File: src/rtl/gda_pkg.sv
// gda_pkg: shared types, constants and calendar functions for the gregorian date core
// depends on nothing; imported by every module of the block
package gda_pkg;

	localparam int DEFAULT_COUNT_WIDTH = 16;
	localparam int DEFAULT_YEAR_WIDTH  = 16;

	localparam logic [3:0] MONTHS_PER_YEAR = 4'd12;
	localparam logic [3:0] MONTH_JAN       = 4'd1;
	localparam logic [3:0] MONTH_FEB       = 4'd2;
	localparam logic [4:0] DAY_FIRST       = 5'd1;
	localparam logic [5:0] RES_MOD         = 6'd25;
	localparam logic [4:0] RES_LAST        = 5'd24;

	typedef enum logic [1:0] {
		ST_IDLE,
		ST_MOD,
		ST_ADV,
		ST_DONE
	} gda_state_t;

	// leap test from year mod 16 and year mod 25
	function automatic logic is_leap(input logic [3:0] ylow, input logic [4:0] res25);
		logic by4;
		logic by16;
		by4  = (ylow[1:0] == 2'd0);
		by16 = (ylow == 4'd0);
		return (by4 && (res25 != 5'd0)) || (by16 && (res25 == 5'd0));
	endfunction

	// length of a month, zero for month codes outside the year
	function automatic logic [4:0] month_len(input logic [3:0] m, input logic lp);
		logic [4:0] len;
		unique case (m) inside
			4'd1, 4'd3, 4'd5, 4'd7, 4'd8, 4'd10, 4'd12: len = 5'd31;
			4'd4, 4'd6, 4'd9, 4'd11:                    len = 5'd30;
			4'd2:                                       len = lp ? 5'd29 : 5'd28;
			default:                                    len = 5'd0;
		endcase
		return len;
	endfunction

	// days in the months before m, common year; months past twelve count the whole year
	function automatic logic [8:0] days_before(input logic [3:0] m);
		logic [8:0] d;
		unique case (m) inside
			4'd0, 4'd1: d = 9'd0;
			4'd2:       d = 9'd31;
			4'd3:       d = 9'd59;
			4'd4:       d = 9'd90;
			4'd5:       d = 9'd120;
			4'd6:       d = 9'd151;
			4'd7:       d = 9'd181;
			4'd8:       d = 9'd212;
			4'd9:       d = 9'd243;
			4'd10:      d = 9'd273;
			4'd11:      d = 9'd304;
			4'd12:      d = 9'd334;
			default:    d = 9'd365;
		endcase
		return d;
	endfunction

endpackage

File: src/rtl/gda_rem25.sv
// gda_rem25: remainder of a year by 25, one shift-and-add fold per cycle
// then a short compare-and-subtract on the last byte; depends on gda_pkg
module gda_rem25 import gda_pkg::*; #(
	parameter int YEAR_WIDTH = DEFAULT_YEAR_WIDTH
) (
	input  logic                  clk,
	input  logic                  arst_n,
	input  logic                  start,
	input  logic [YEAR_WIDTH-1:0] year,
	output logic                  busy,
	output logic [4:0]            rem
);

	localparam int         ACC_W  = 32;
	localparam logic [7:0] MOD_X1 = 8'(RES_MOD);
	localparam logic [7:0] MOD_X2 = MOD_X1 << 1;
	localparam logic [7:0] MOD_X4 = MOD_X1 << 2;
	localparam logic [7:0] MOD_X8 = MOD_X1 << 3;

	logic [ACC_W-1:0] acc_q;
	logic             busy_q;
	logic             fits;
	logic [ACC_W-1:0] fold;
	logic [7:0]       r1;
	logic [7:0]       r2;
	logic [7:0]       r3;
	logic [7:0]       r4;

	// 256 is 6 mod 25, so the upper part folds back in as 4x + 2x
	always_comb begin
		fits = (acc_q[ACC_W-1:8] == '0);
		fold = ACC_W'(acc_q[7:0]) + ACC_W'({acc_q[ACC_W-1:8], 2'b00})
			+ ACC_W'({acc_q[ACC_W-1:8], 1'b0});
		r1   = (acc_q[7:0] >= MOD_X8) ? (acc_q[7:0] - MOD_X8) : acc_q[7:0];
		r2   = (r1 >= MOD_X4) ? (r1 - MOD_X4) : r1;
		r3   = (r2 >= MOD_X2) ? (r2 - MOD_X2) : r2;
		r4   = (r3 >= MOD_X1) ? (r3 - MOD_X1) : r3;
	end

	always_ff @(posedge clk or negedge arst_n) begin
		if (!arst_n) begin
			busy_q <= 1'b0;
		end else if (start) begin
			busy_q <= 1'b1;
		end else if (busy_q && fits) begin
			busy_q <= 1'b0;
		end
	end

	always_ff @(posedge clk) begin
		if (start) begin
			acc_q <= ACC_W'(year);
		end else if (busy_q && !fits) begin
			acc_q <= fold;
		end
	end

	assign busy = busy_q;
	assign rem  = r4[4:0];

endmodule

File: src/rtl/gda_step.sv
// gda_step: one advance step of the running date, a day rollover or a run within a month
// depends on gda_pkg
module gda_step import gda_pkg::*; #(
	parameter int COUNT_WIDTH = DEFAULT_COUNT_WIDTH,
	parameter int YEAR_WIDTH  = DEFAULT_YEAR_WIDTH
) (
	input  logic [4:0]             day,
	input  logic [3:0]             month,
	input  logic [YEAR_WIDTH-1:0]  year,
	input  logic [4:0]             res25,
	input  logic [COUNT_WIDTH-1:0] left,
	output logic [4:0]             day_nx,
	output logic [3:0]             month_nx,
	output logic [YEAR_WIDTH-1:0]  year_nx,
	output logic [4:0]             res25_nx,
	output logic [COUNT_WIDTH-1:0] left_nx
);

	localparam int XW = (COUNT_WIDTH > 5) ? COUNT_WIDTH : 5;

	logic [4:0]    len;
	logic [4:0]    room;
	logic [XW-1:0] left_x;
	logic [XW-1:0] room_x;
	logic [XW-1:0] left_sub;

	always_comb begin
		len      = month_len(month, is_leap(year[3:0], res25));
		room     = len - day;
		left_x   = XW'(left);
		room_x   = XW'(room);
		left_sub = left_x - room_x;
		day_nx   = day;
		month_nx = month;
		year_nx  = year;
		res25_nx = res25;
		left_nx  = left;
		if (day >= len) begin
			// roll over to the first of the next month
			day_nx  = DAY_FIRST;
			left_nx = left - 1'b1;
			if (month >= MONTHS_PER_YEAR) begin
				month_nx = MONTH_JAN;
				year_nx  = year + 1'b1;
				if (year == {YEAR_WIDTH{1'b1}} || res25 == RES_LAST) begin
					res25_nx = 5'd0;
				end else begin
					res25_nx = res25 + 1'b1;
				end
			end else begin
				month_nx = month + 1'b1;
			end
		end else if (left_x <= room_x) begin
			day_nx  = day + left_x[4:0];
			left_nx = '0;
		end else begin
			day_nx  = len;
			left_nx = left_sub[COUNT_WIDTH-1:0];
		end
	end

endmodule

File: src/rtl/gregorian_date_arithmetic_core.sv
// gregorian_date_arithmetic_core: top level, sequencer, output register and checks
// depends on gda_pkg, gda_rem25 and gda_step
//
// An item carries a start date, a day count and a comparison date; one result
// item comes back with the advanced date, the start date's day of the year and
// the less / equal flags. The block takes one item at a time: after acceptance
// the year is reduced mod 25 (for the century and 400-year leap rules) by a
// shift-and-add fold, one fold per cycle until the value fits in a byte, at most
// three folds for a 16-bit year and six for a 32-bit one; the date then advances
// one step per cycle through a single step unit, each step either rolling into
// the next month or jumping to the end of the current run, so at most add_count
// steps and usually about two per month crossed. The result sits in an output
// register, so the next item can be taken while a result waits to be read.
module gregorian_date_arithmetic_core import gda_pkg::*; #(
	parameter int COUNT_WIDTH = DEFAULT_COUNT_WIDTH,
	parameter int YEAR_WIDTH  = DEFAULT_YEAR_WIDTH
) (
	input  logic                   clk,
	input  logic                   arst_n,
	input  logic                   in_valid,
	output logic                   in_ready,
	input  logic [4:0]             start_day,
	input  logic [3:0]             start_month,
	input  logic [YEAR_WIDTH-1:0]  start_year,
	input  logic [COUNT_WIDTH-1:0] add_count,
	input  logic [4:0]             other_day,
	input  logic [3:0]             other_month,
	input  logic [YEAR_WIDTH-1:0]  other_year,
	output logic                   out_valid,
	input  logic                   out_ready,
	output logic [4:0]             new_day,
	output logic [3:0]             new_month,
	output logic [YEAR_WIDTH-1:0]  new_year,
	output logic [8:0]             day_of_year,
	output logic                   is_less,
	output logic                   is_equal
);

	gda_state_t state_q, state_d;

	// held copy of the item
	logic [4:0]             sd_q;
	logic [3:0]             sm_q;
	logic [YEAR_WIDTH-1:0]  sy_q;
	logic [4:0]             od_q;
	logic [3:0]             om_q;
	logic [YEAR_WIDTH-1:0]  oy_q;
	logic [COUNT_WIDTH-1:0] cnt_q;

	// running date
	logic [4:0]             nd_q;
	logic [3:0]             nm_q;
	logic [YEAR_WIDTH-1:0]  ny_q;
	logic [4:0]             r25_q;
	logic [COUNT_WIDTH-1:0] left_q;

	// output register
	logic                   out_valid_q;
	logic [4:0]             new_day_q;
	logic [3:0]             new_month_q;
	logic [YEAR_WIDTH-1:0]  new_year_q;
	logic [8:0]             doy_q;
	logic                   less_q;
	logic                   equal_q;

	logic                   accept;
	logic                   rem_busy;
	logic [4:0]             rem;
	logic                   load_out;
	logic                   step_en;

	logic [4:0]             day_nx;
	logic [3:0]             month_nx;
	logic [YEAR_WIDTH-1:0]  year_nx;
	logic [4:0]             res25_nx;
	logic [COUNT_WIDTH-1:0] left_nx;

	logic [8:0]             doy;
	logic                   less;
	logic                   equal;

	assign accept = in_valid && in_ready;

	gda_rem25 #(
		.YEAR_WIDTH(YEAR_WIDTH)
	) u_rem (
		.clk   (clk),
		.arst_n(arst_n),
		.start (accept),
		.year  (start_year),
		.busy  (rem_busy),
		.rem   (rem)
	);

	gda_step #(
		.COUNT_WIDTH(COUNT_WIDTH),
		.YEAR_WIDTH (YEAR_WIDTH)
	) u_step (
		.day     (nd_q),
		.month   (nm_q),
		.year    (ny_q),
		.res25   (r25_q),
		.left    (left_q),
		.day_nx  (day_nx),
		.month_nx(month_nx),
		.year_nx (year_nx),
		.res25_nx(res25_nx),
		.left_nx (left_nx)
	);

	// sequencer: take item, reduce year, step the date, hand over the result
	always_comb begin
		state_d  = state_q;
		in_ready = 1'b0;
		load_out = 1'b0;
		step_en  = 1'b0;
		unique case (state_q)
			ST_IDLE: begin
				in_ready = 1'b1;
				if (in_valid) begin
					state_d = ST_MOD;
				end
			end
			ST_MOD: begin
				if (!rem_busy) begin
					state_d = ST_ADV;
				end
			end
			ST_ADV: begin
				if (left_q == '0) begin
					state_d = ST_DONE;
				end else begin
					step_en = 1'b1;
				end
			end
			ST_DONE: begin
				// wait for the output register to free up
				if (!out_valid_q || out_ready) begin
					load_out = 1'b1;
					state_d  = ST_IDLE;
				end
			end
			default: state_d = ST_IDLE;
		endcase
	end

	always_ff @(posedge clk or negedge arst_n) begin
		if (!arst_n) begin
			state_q <= ST_IDLE;
		end else begin
			state_q <= state_d;
		end
	end

	always_ff @(posedge clk) begin
		if (accept) begin
			sd_q   <= start_day;
			sm_q   <= start_month;
			sy_q   <= start_year;
			od_q   <= other_day;
			om_q   <= other_month;
			oy_q   <= other_year;
			cnt_q  <= add_count;
			nd_q   <= start_day;
			nm_q   <= start_month;
			ny_q   <= start_year;
			left_q <= add_count;
		end else if (state_q == ST_MOD && !rem_busy) begin
			r25_q <= rem;
		end else if (step_en) begin
			nd_q   <= day_nx;
			nm_q   <= month_nx;
			ny_q   <= year_nx;
			r25_q  <= res25_nx;
			left_q <= left_nx;
		end
	end

	// day of year and comparison of the held start date, remainder still in u_rem
	always_comb begin
		doy = 9'(sd_q) + days_before(sm_q);
		if (sm_q > MONTH_FEB && is_leap(sy_q[3:0], rem)) begin
			doy = doy + 9'd1;
		end
		equal = (sd_q == od_q) && (sm_q == om_q) && (sy_q == oy_q);
		if (sy_q != oy_q) begin
			less = sy_q < oy_q;
		end else if (sm_q != om_q) begin
			less = sm_q < om_q;
		end else begin
			less = sd_q < od_q;
		end
	end

	always_ff @(posedge clk or negedge arst_n) begin
		if (!arst_n) begin
			out_valid_q <= 1'b0;
		end else if (load_out) begin
			out_valid_q <= 1'b1;
		end else if (out_ready) begin
			out_valid_q <= 1'b0;
		end
	end

	always_ff @(posedge clk) begin
		if (load_out) begin
			new_day_q   <= nd_q;
			new_month_q <= nm_q;
			new_year_q  <= ny_q;
			doy_q       <= doy;
			less_q      <= less;
			equal_q     <= equal;
		end
	end

	assign out_valid   = out_valid_q;
	assign new_day     = new_day_q;
	assign new_month   = new_month_q;
	assign new_year    = new_year_q;
	assign day_of_year = doy_q;
	assign is_less     = less_q;
	assign is_equal    = equal_q;

	// every step takes at least one day off the count
	assert property (@(posedge clk) disable iff (!arst_n)
		step_en |=> (left_q < $past(left_q)))
		else $error("date step did not reduce the day count");

	// the year residue stays below the modulus once it is in use
	assert property (@(posedge clk) disable iff (!arst_n)
		(state_q == ST_ADV) |-> (r25_q < 5'd25))
		else $error("year residue out of range");

	// a date that has been advanced lands in a real month
	assert property (@(posedge clk) disable iff (!arst_n)
		(load_out && cnt_q != '0) |-> (nm_q >= MONTH_JAN && nm_q <= MONTHS_PER_YEAR))
		else $error("advanced date has an invalid month");

	// a result only appears out of the hand-over state
	assert property (@(posedge clk) disable iff (!arst_n)
		$rose(out_valid_q) |-> $past(state_q == ST_DONE))
		else $error("result raised outside hand-over");

endmodule

File: config.mk
export PLATFORM = sky130hd
export DESIGN_NAME = gregorian_date_arithmetic_core
export DESIGN_NICKNAME = d
export VERILOG_FILES = /design/src/rtl/gda_pkg.sv /design/src/rtl/gda_rem25.sv /design/src/rtl/gda_step.sv /design/src/rtl/gregorian_date_arithmetic_core.sv
export SDC_FILE = /design/constraint.sdc
export NUM_CORES = 1
export LEC_CHECK = 0
export BUFFER_PORTS_ARGS = -buffer_cell sky130_fd_sc_hd__buf_2
export CAP_MARGIN = 20
export CORE_MARGIN = 3
export CORE_UTILIZATION = 50
export CTS_BUF_LIST = sky130_fd_sc_hd__clkbuf_16
export CTS_CLUSTER_SIZE = 12
export DETAILED_ROUTE_END_ITERATION = 8
export GPL_TIMING_DRIVEN = 0
export PLACE_DENSITY_LB_ADDON = 0.2
export SYNTH_ARGS = -nofsm -noshare
export SYNTH_HDL_FRONTEND = slang
export SYNTH_SLANG_ARGS = --single-unit
export TNS_END_PERCENT = 1
File: constraint.sdc
create_clock -name clk -period 6.2 [get_ports clk]
set_input_delay 1.24 -clock clk [delete_from_list [all_inputs] [get_ports clk]]
set_output_delay 1.24 -clock clk [all_outputs]
set_load 0.005 [all_outputs]
==> report_table.html, run 1 <==
<table>
<tr><th>Metric</th><th>Value</th></tr>
<tr><th colspan="2">Final layout</th></tr>
<tr><td>Most common library cell in the layout ignoring fill and taps</td><td>edfxtp_1</td></tr>
<tr><td>Commonest non-fill, non-tap cells in the layout</td><td>edfxtp_1 (148), buf_2 (110), inv_1 (75), ha_1 (75), nand2_1 (74)</td></tr>
<tr><td>Antenna Cells</td><td>0</td></tr>
<tr><td>Net total in the final layout</td><td>1182</td></tr>
<tr><td>Fraction of layout instances using a drive strength above 1</td><td>17.2%</td></tr>
<tr><td>Post-Layout Inst Area</td><td>11000 um2</td></tr>
<tr><td>Core Util, Final</td><td>60.3%</td></tr>
<tr><td>Layout Cells excl Fill</td><td>1267</td></tr>
<tr><td>P&amp;R area growth vs syn</td><td>16.0%</td></tr>
<tr><th colspan="2">Setup path</th></tr>
<tr><td>Worst reg2reg path depth</td><td>25</td></tr>
<tr><td>Worst Path Required</td><td>6.39 ns</td></tr>
<tr><td>FF-to-FF End</td><td>day_of_year[1]$_DFFE_PP_</td></tr>
<tr><td>Total buffers and inverters traversed by the critical path</td><td>2</td></tr>
<tr><td>Type of the worst setup path</td><td>register to register</td></tr>
<tr><td>Startpoint kind of the worst setup timing path</td><td>register</td></tr>
<tr><td>Worst-path maximum fanout</td><td>9</td></tr>
<tr><td>Worst flop-to-flop path startpoint</td><td>u_rem.acc_q[4]$_DFFE_PP_</td></tr>
<tr><td>Worst EP arrival</td><td>6.04 ns</td></tr>
<tr><td>Register-to-Register Setup Slack</td><td>0.35 ns</td></tr>
<tr><td>CP endpoint kind</td><td>register</td></tr>
<tr><td>CP peak stage delay</td><td>0.43 ns</td></tr>
<tr><td>Critical path's slowest cell</td><td>edfxtp_1</td></tr>
<tr><td>Beginning of the critical path</td><td>u_rem.acc_q[4]$_DFFE_PP_</td></tr>
<tr><td>Kind of cell adding the most delay to the critical path</td><td>compound AO/OA/AOI/OAI gates</td></tr>
<tr><td>Cell seen most often among critical-path stages</td><td>ha_1</td></tr>
<tr><th colspan="2">Yosys</th></tr>
<tr><td>Syn Std Cell Area</td><td>9520 um2</td></tr>
<tr><td>Synth warnings</td><td>0</td></tr>
<tr><td>Avg Synthesized Cell Area</td><td>10.7 um2</td></tr>
<tr><td>Synth cell types</td><td>78</td></tr>
<tr><td>Main synth FF type</td><td>edfxtp_1</td></tr>
<tr><td>Sequential share of the synthesized area</td><td>47.7%</td></tr>
<tr><td>Instance count of the mapped netlist</td><td>893</td></tr>
<tr><td>FF+latch count, synth</td><td>152</td></tr>
<tr><td>Synthesized Nets</td><td>1050</td></tr>
<tr><td>Number of synthesized flops with an enable pin</td><td>148</td></tr>
<tr><td>Ys async rst share</td><td>2.63%</td></tr>
<tr><th colspan="2">Placed design</th></tr>
<tr><td>Final weighted congestion in routability-driven placement</td><td>0.906</td></tr>
<tr><td>Post-placement cell count</td><td>1232</td></tr>
<tr><td>Minimum setup slack after placement</td><td>-0.216 ns</td></tr>
<tr><td>Number of buffers inserted by port buffering</td><td>107</td></tr>
<tr><td>Detail Placement HPWL</td><td>16900 um</td></tr>
<tr><td>Total placed instance area</td><td>10400 um2</td></tr>
<tr><th colspan="2">GRT</th></tr>
<tr><td>Via count of the first global-routing pass</td><td>6969</td></tr>
<tr><td>Maximum number of pins on one net before global-route repair</td><td>61</td></tr>
<tr><td>Antenna violations before repair</td><td>0</td></tr>
<tr><td>Total grt overflow</td><td>0</td></tr>
<tr><td>First-pass GRT wire length</td><td>35800 um</td></tr>
<tr><td>All-Layer GR Usage</td><td>22.3%</td></tr>
<tr><th colspan="2">Min path</th></tr>
<tr><td>Class of the tightest hold or removal check</td><td>register to register</td></tr>
<tr><td>Cell depth of the worst hold path</td><td>0</td></tr>
<tr><td>Hold EP</td><td>new_month[2]$_DFFE_PP_</td></tr>
<tr><td>Worst hold path startpoint</td><td>nm_q[2]$_DFFE_PP_</td></tr>
<tr><th colspan="2">Floorplan</th></tr>
<tr><td>Total die area</td><td>20700 um2</td></tr>
<tr><td>Initial Util</td><td>51.9%</td></tr>
<tr><td>Placeable core region</td><td>18300 um2</td></tr>
<tr><td>X dimension of the die</td><td>144 um</td></tr>
<tr><td>Boundary pin count</td><td>108</td></tr>
<tr><td>Row Count</td><td>49</td></tr>
<tr><td>Height of the chip</td><td>144 um</td></tr>
<tr><th colspan="2">Routing</th></tr>
<tr><td>Detail Route Antenna Nets</td><td>0</td></tr>
<tr><td>DR vias</td><td>7269</td></tr>
<tr><td>DRT Wirelength</td><td>22900 um</td></tr>
<tr><td>Number of search-and-repair iterations in the first detailed-routing pass</td><td>6</td></tr>
<tr><td>DRC viols</td><td>0</td></tr>
<tr><td>Avg WL per Cell</td><td>18.1 um</td></tr>
<tr><td>Average vias per placed instance</td><td>5.74</td></tr>
<tr><td>DRT iter0 DRCs</td><td>804</td></tr>
<tr><th colspan="2">Timing</th></tr>
<tr><td>Setup TNS after final layout</td><td>0 ns</td></tr>
<tr><td>Clock skew</td><td>0.0150 ns</td></tr>
<tr><td>Actual transition at the worst max-transition pin</td><td>0.853 ns</td></tr>
<tr><td>Max Freq</td><td>171 MHz</td></tr>
<tr><td>RSZ-0062 raised after global routing</td><td>false</td></tr>
<tr><td>Smallest setup slack after layout</td><td>0.346 ns</td></tr>
<tr><td>Number of endpoints failing setup at the final stage</td><td>0</td></tr>
<tr><td>Min Tclk post-route</td><td>5.85 ns</td></tr>
<tr><td>Period utilization</td><td>94.4%</td></tr>
<tr><td>Max-Slew Margin vs Limit</td><td>43.1%</td></tr>
<tr><td>Final Hold Fails</td><td>0</td></tr>
<tr><td>Final number of max-transition violations</td><td>0</td></tr>
<tr><th colspan="2">Power and ir drop</th></tr>
<tr><td>Peak VDD IR</td><td>0.162 mV</td></tr>
<tr><td>P per Cell Area</td><td>195 nW/um2</td></tr>
<tr><td>Leakage power</td><td>0.00445 uW</td></tr>
<tr><th colspan="2">CTS</th></tr>
<tr><td>Clk slew on worst S/H paths</td><td>0.07 ns</td></tr>
<tr><td>Clock buffer count from CTS</td><td>17</td></tr>
<tr><td>Number of hold-repair buffers added at the cts stage</td><td>0</td></tr>
<tr><td>Maximum count of clock buffers along a single path</td><td>2</td></tr>
<tr><td>Insertion delay to the later sink of the worst-skew pair</td><td>0.44 ns</td></tr>
<tr><td>CTS H-tree depth</td><td>4</td></tr>
<tr><td>Library cell used as clock root buffer</td><td>clkbuf_16</td></tr>
<tr><td>Sink count of the clock tree</td><td>152</td></tr>
<tr><td>TritonCTS clock tree</td><td>done</td></tr>
<tr><th colspan="2">Job</th></tr>
<tr><td>Maxcap violations</td><td>0</td></tr>
<tr><th colspan="2">Run status</th></tr>
<tr><td>Run status</td><td>complete, no violations</td></tr>
</table>
## worst register-to-register path, stage by stage, from the launching register on
cell and delay, ns:
edfxtp_1 0.43, buf_2 0.22, o211ai_1 0.23, o21a_2 0.21, ha_1 0.23, nor2b_4 0.20
nor3_4 0.06, nor3_4 0.25, xnor2_2 0.19, ha_1 0.19, nor2b_1 0.19, nor3_1 0.09
o32a_1 0.38, and4_2 0.30, nor2_4 0.18, xnor2_1 0.20, ha_1 0.25, nor2_2 0.07
a211oi_1 0.22, o21ai_1 0.12, o211ai_2 0.33, mux2i_2 0.32, nor4_4 0.07, buf_4 0.17
a21boi_2 0.19, mux2_4 0.31
## Yosys cell counts (5+ instances only)
master,number,share of area [%]
a21o_1,16,1.3
a21oi_1,51,2.7
a31oi_1,5,0.33
and2_1,6,0.39
and3_1,10,0.66
clkbuf_1,20,0.79
edfxtp_1,148,47
fa_1,11,2.3
ha_1,76,10
inv_1,74,2.9
mux2i_1,6,0.63
nand2_1,74,2.9
nand2b_1,12,0.79
nand3_1,30,1.6
nand4_1,12,0.79
nor2_1,57,2.2
nor2b_1,13,0.85
nor3_1,12,0.63
nor4_1,9,0.59
o211ai_1,8,0.63
o21a_1,14,1.1
o21ai_0,63,3.3
o221ai_1,5,0.46
o22a_1,5,0.46
o22ai_1,9,0.59
o31ai_1,6,0.47
xnor2_1,28,2.6
xor2_1,27,2.5
## where the power goes
part	leakage [uW]	internal [uW]	total, uW	switching (uW)
logic	0.00284	15.5	27.9	12.4
clock network	0.000275	560	1020	456
registers	0.00133	1110	1110	0.0000000000000234
total	0.00445	1690	2160	468
## what timing repair did
item / in CTS / in global routing
gates resized for setup: 2 / 11
buffers inserted: 2 / 1
cloned: 0 / 0
pin swaps: 2 / 1
endpoints found under the hold margin: 0 / 0
endpoints found under the setup margin: 9 / 9
## logic make-up (layout without fill, tap and decap cells)
group,Yosys count,count (layout),share of synthesized area (%)
DFF,152,152,47.7
adders and majority gates,87,87,12.3
AOI/OAI and AO/OA,223,223,15.5
xor gates and xnor gates,55,55,5.06
muxes,10,10,1.18
and+or+nand+nor,261,261,13.9
buffers and inverters,105,250,4.36
## how the worst max path moves through the flow
| stage | slack (ns) | to | cells after the start |
|---|---|---|---|
| 2_1_floorplan | 0.76 | day_of_year[1]$_DFFE_PP_ | 25 |
| 3_3_place_gp | -0.17 | day_of_year[1]$_DFFE_PP_ | 25 |
| 3_5_place_dp | -0.22 | day_of_year[1]$_DFFE_PP_ | 25 |
| 4_1_cts | 0.08 | day_of_year[1]$_DFFE_PP_ | 26 |
| 5_1_grt | 0.02 | day_of_year[1]$_DFFE_PP_ | 25 |
| 6_report | 0.35 | day_of_year[1]$_DFFE_PP_ | 25 |
## sequential cells by signal, indices dropped and copies added (netlist names)
name,cells
new_day,5
left_q,16
u_rem.busy,1
state_q,2
sm_q,4
u_rem.acc_q,16
om_q,4
is_less,1
sy_q,16
new_month,4
nm_q,4
od_q,5
nd_q,5
sd_q,5
ny_q,16
day_of_year,9
r25_q,5
out_valid,1
oy_q,16
is_equal,1
new_year,16
## through the flow
step / total power [uW] / hold slack, ns
final: 2160 / 0.460
after floorplan: 1140 / 0.424
after global routing: 2210 / 0.477
after CTS: 2170 / 0.460
after detailed placement: 1160 / 0.446
after global placement: 1160 / 0.432
## area by class of cell
cell class | instances | area (um2)
fillers | 1533 | 7280
multi-input cells | 636 | 4610
flip-flops and latches | 152 | 4540
repair buffers | 113 | 616
clock buffers | 17 | 425
well taps | 229 | 287
inverters | 76 | 285
clock inverters | 15 | 140
plain buffers | 29 | 136
## routing by layer
layer	vias to the layer above	part of all wire [%]	global-route usage, %
met3	22	7.0	4.40
met1	3431	45	31.4
met5	-	0	0
li1	3562	-	-
met4	0	1.1	5.20
met2	254	47	36.0
(Power assumes the default switching activity.)
==> run 2: changes to the inputs <==
- CTS_BUF_LIST: sky130_fd_sc_hd__clkbuf_16 -> sky130_fd_sc_hd__clkbuf_4
==> run 2 against run 1 <==
Flip-flop and latch count did not move. Clock-buffer cell count rose by 1. First-iteration DRC count fell by 7.5%. Highest routed layer unchanged. Critical path depth rose by 1. Utilization fell by 1.4 points. Register-to-register slack got worse by 0.03 ns. Critical endpoint unchanged. Largest power group unchanged. Die area did not move. Via count barely moved. Clock power fell by 40%.
==> report_table.html, run 2 (synthesis results as in run 1) <==
<table>
<tr><th>Metric</th><th>Value</th></tr>
<tr><th colspan="2">Run status</th></tr>
<tr><td>Run status</td><td>complete, no violations</td></tr>
<tr><th colspan="2">CTS</th></tr>
<tr><td>Maximum count of clock buffers along a single path</td><td>2 (unchanged)</td></tr>
<tr><td>Sink count of the clock tree</td><td>152 (unchanged)</td></tr>
<tr><td>TritonCTS clock tree</td><td>done</td></tr>
<tr><td>Number of hold-repair buffers added at the cts stage</td><td>0 (unchanged)</td></tr>
<tr><td>Insertion delay to the later sink of the worst-skew pair</td><td>0.58 ns (+0.14 ns)</td></tr>
<tr><td>Clock buffer count from CTS</td><td>17 (unchanged)</td></tr>
<tr><td>Library cell used as clock root buffer</td><td>clkbuf_4</td></tr>
<tr><td>Clk slew on worst S/H paths</td><td>0.15 ns (+0.08 ns)</td></tr>
<tr><td>CTS H-tree depth</td><td>4 (unchanged)</td></tr>
<tr><th colspan="2">Floorplan</th></tr>
<tr><td>Total die area</td><td>20700 um2 (unchanged)</td></tr>
<tr><td>Height of the chip</td><td>144 um (unchanged)</td></tr>
<tr><td>Placeable core region</td><td>18300 um2 (unchanged)</td></tr>
<tr><td>Boundary pin count</td><td>108 (unchanged)</td></tr>
<tr><td>Initial Util</td><td>51.9% (unchanged)</td></tr>
<tr><td>Row Count</td><td>49 (unchanged)</td></tr>
<tr><td>X dimension of the die</td><td>144 um (unchanged)</td></tr>
<tr><th colspan="2">Min path</th></tr>
<tr><td>Class of the tightest hold or removal check</td><td>input port to asynchronous set/reset pin</td></tr>
<tr><th colspan="2">Final layout</th></tr>
<tr><td>Fraction of layout instances using a drive strength above 1</td><td>17.7% (+0.41 points)</td></tr>
<tr><td>P&amp;R area growth vs syn</td><td>13.3%</td></tr>
<tr><td>Post-Layout Inst Area</td><td>10800 um2 (-2.4%)</td></tr>
<tr><td>Commonest non-fill, non-tap cells in the layout</td><td>edfxtp_1 (148), buf_2 (111), ha_1 (75)</td></tr>
<tr><td>Core Util, Final</td><td>58.8% (-1.4 points)</td></tr>
<tr><td>Net total in the final layout</td><td>1186 (+0.34%)</td></tr>
<tr><td>Most common library cell in the layout ignoring fill and taps</td><td>edfxtp_1</td></tr>
<tr><th colspan="2">Timing</th></tr>
<tr><td>Max Freq</td><td>170 MHz (-0.56%)</td></tr>
<tr><td>Setup TNS after final layout</td><td>0 ns (unchanged)</td></tr>
<tr><td>Number of endpoints failing setup at the final stage</td><td>0 (unchanged)</td></tr>
<tr><td>Clock skew</td><td>0.0284 ns (+0.0134 ns)</td></tr>
<tr><td>Period utilization</td><td>94.9% (+0.53 points)</td></tr>
<tr><td>Max-Slew Margin vs Limit</td><td>43.0% (-0.072 points)</td></tr>
<tr><td>Final number of max-transition violations</td><td>0 (unchanged)</td></tr>
<tr><td>Final Hold Fails</td><td>0 (unchanged)</td></tr>
<tr><td>Actual transition at the worst max-transition pin</td><td>0.854 ns (+0.00109 ns)</td></tr>
<tr><td>Smallest setup slack after layout</td><td>0.314 ns (-0.0329 ns)</td></tr>
<tr><td>Min Tclk post-route</td><td>5.89 ns (+0.0329 ns)</td></tr>
<tr><th colspan="2">Setup path</th></tr>
<tr><td>Beginning of the critical path</td><td>u_rem.acc_q[4]$_DFFE_PP_</td></tr>
<tr><td>Timing endpoint of the critical path</td><td>day_of_year[1]$_DFFE_PP_</td></tr>
<tr><td>CP endpoint kind</td><td>register</td></tr>
<tr><td>Worst-path maximum fanout</td><td>9 (unchanged)</td></tr>
<tr><td>FF-to-FF End</td><td>day_of_year[1]$_DFFE_PP_</td></tr>
<tr><td>Worst Path Required</td><td>6.53 ns (+0.14 ns)</td></tr>
<tr><td>Type of the worst setup path</td><td>register to register</td></tr>
<tr><td>Register-to-Register Setup Slack</td><td>0.31 ns (-0.03 ns)</td></tr>
<tr><td>Worst reg2reg path depth</td><td>26 (+4.0%)</td></tr>
<tr><td>Startpoint kind of the worst setup timing path</td><td>register</td></tr>
<tr><td>Worst EP arrival</td><td>6.22 ns (+0.18 ns)</td></tr>
<tr><td>Worst flop-to-flop path startpoint</td><td>u_rem.acc_q[4]$_DFFE_PP_</td></tr>
<tr><th colspan="2">GRT</th></tr>
<tr><td>First-pass GRT wire length</td><td>35500 um (-0.94%)</td></tr>
<tr><td>Via count of the first global-routing pass</td><td>6917 (-0.75%)</td></tr>
<tr><td>All-Layer GR Usage</td><td>22.1% (-0.26 points)</td></tr>
<tr><td>Total grt overflow</td><td>0 (unchanged)</td></tr>
<tr><td>Antenna violations before repair</td><td>2 (+2)</td></tr>
<tr><td>Maximum number of pins on one net before global-route repair</td><td>61 (unchanged)</td></tr>
<tr><th colspan="2">Placed design</th></tr>
<tr><td>Detail Placement HPWL</td><td>16900 um (unchanged)</td></tr>
<tr><td>Minimum setup slack after placement</td><td>-0.216 ns (unchanged)</td></tr>
<tr><td>Total placed instance area</td><td>10400 um2 (unchanged)</td></tr>
<tr><td>Final weighted congestion in routability-driven placement</td><td>0.906 (unchanged)</td></tr>
<tr><td>Number of buffers inserted by port buffering</td><td>107 (unchanged)</td></tr>
<tr><th colspan="2">Power and ir drop</th></tr>
<tr><td>Peak VDD IR</td><td>0.111 mV (-31%)</td></tr>
<tr><td>Total chip power</td><td>1750 uW (-19%)</td></tr>
<tr><td>Leakage power</td><td>0.00434 uW (-2.6%)</td></tr>
<tr><td>P per Cell Area</td><td>163 nW/um2 (-17%)</td></tr>
<tr><th colspan="2">Routing</th></tr>
<tr><td>DRC viols</td><td>0 (unchanged)</td></tr>
<tr><td>Avg WL per Cell</td><td>17.7 um (-2.4%)</td></tr>
<tr><td>Detail Route Antenna Nets</td><td>0 (unchanged)</td></tr>
<tr><td>DR vias</td><td>7264 (-0.069%)</td></tr>
<tr><td>Number of search-and-repair iterations in the first detailed-routing pass</td><td>5 (-1)</td></tr>
<tr><td>DRT iter0 DRCs</td><td>744 (-7.5%)</td></tr>
<tr><td>Average vias per placed instance</td><td>5.71 (-0.54%)</td></tr>
<tr><td>DRT Wirelength</td><td>22500 um (-2.0%)</td></tr>
<tr><th colspan="2">Job</th></tr>
<tr><td>Maxcap violations</td><td>0 (unchanged)</td></tr>
</table>
-- run 2: changes by cell type in the layout (fill, tap and decap cells not counted), sizes merged --
cell   previous run  this run
inv              82        81
diode             0         2
buf             120       125
-- run 2: per-layer routing --
layer  vias up  wire (um)  GRT usage, %
met2       234      10400          35.2
met3        23       1330          4.50
met1      3443      10400          31.3
li1       3564          -             -
met4         0        321          5.35
met5         -          0             0
-- run 2: critical path: stages (launching register included) --
cell and delay [ns]:
edfxtp_1 0.46, buf_2 0.21, o211ai_1 0.23, o21a_2 0.21, ha_1 0.23, nor2b_4 0.20, nor3_4 0.07, nor3_4 0.25
xnor2_2 0.19, ha_1 0.19, nor2b_1 0.20, nor3_1 0.10, o32a_1 0.37, and4_2 0.30, nor2_4 0.17, xnor2_1 0.20
ha_2 0.28, inv_1 0.07, nor2_2 0.16, a211oi_1 0.10, o21ai_1 0.20, o211ai_2 0.18, mux2i_2 0.21, nor4_4 0.27
buf_4 0.18, a21boi_2 0.08, mux2_4 0.33
-- run 2: power breakdown --
part / leakage (uW) / internal (uW) / total (uW) / switching (uW)
registers: 0.00133 / 1110 / 1110 / 0.0000000000000242
logic: 0.00286 / 15.5 / 28.1 / 12.6
clock network: 0.000143 / 213 / 611 / 399
-- run 2: area by class of cell --
cell class,instances,area [um2]
fill,1570,7550
multi-input combinational,636,4610
sequential,152,4540
timing repair buffer,117,646
tap,229,287
inverter,76,285
clock inverter,14,136
clock buffer,18,135
buffer,29,134
antenna,2,5.00
-- run 2: timing repair --
action | 4_1_cts | 5_1_grt
buffers inserted | 4 | 3
endpoints found under the setup margin | 9 | 9
gates resized for setup | 1 | 11
pin swaps | 2 | 2
-- run 2: worst min path at each step --
stage / startpoint / to / slack, ns / cells past startpoint
after floorplan: nm_q[2]$_DFFE_PP_ / new_month[2]$_DFFE_PP_ / 0.42 / 0
after global placement: ny_q[2]$_DFFE_PP_ / new_year[2]$_DFFE_PP_ / 0.43 / 0
after detailed placement: nm_q[2]$_DFFE_PP_ / new_month[2]$_DFFE_PP_ / 0.45 / 0
after CTS: arst_n / state_q[1]$_DFFE_PN0P_ / 0.43 / 1
after global routing: arst_n / u_rem.busy$_DFFE_PN0P_ / 0.40 / 1
final: arst_n / state_q[1]$_DFFE_PN0P_ / 0.46 / 1
-- run 2: through the flow --
stage / instances / hold WS [ns]
after floorplan: 893 / 0.424
after global placement: 1229 / 0.432
after detailed placement: 1232 / 0.446
after CTS: 1268 / 0.427
after global routing: 1273 / 0.395
final: 1273 / 0.459
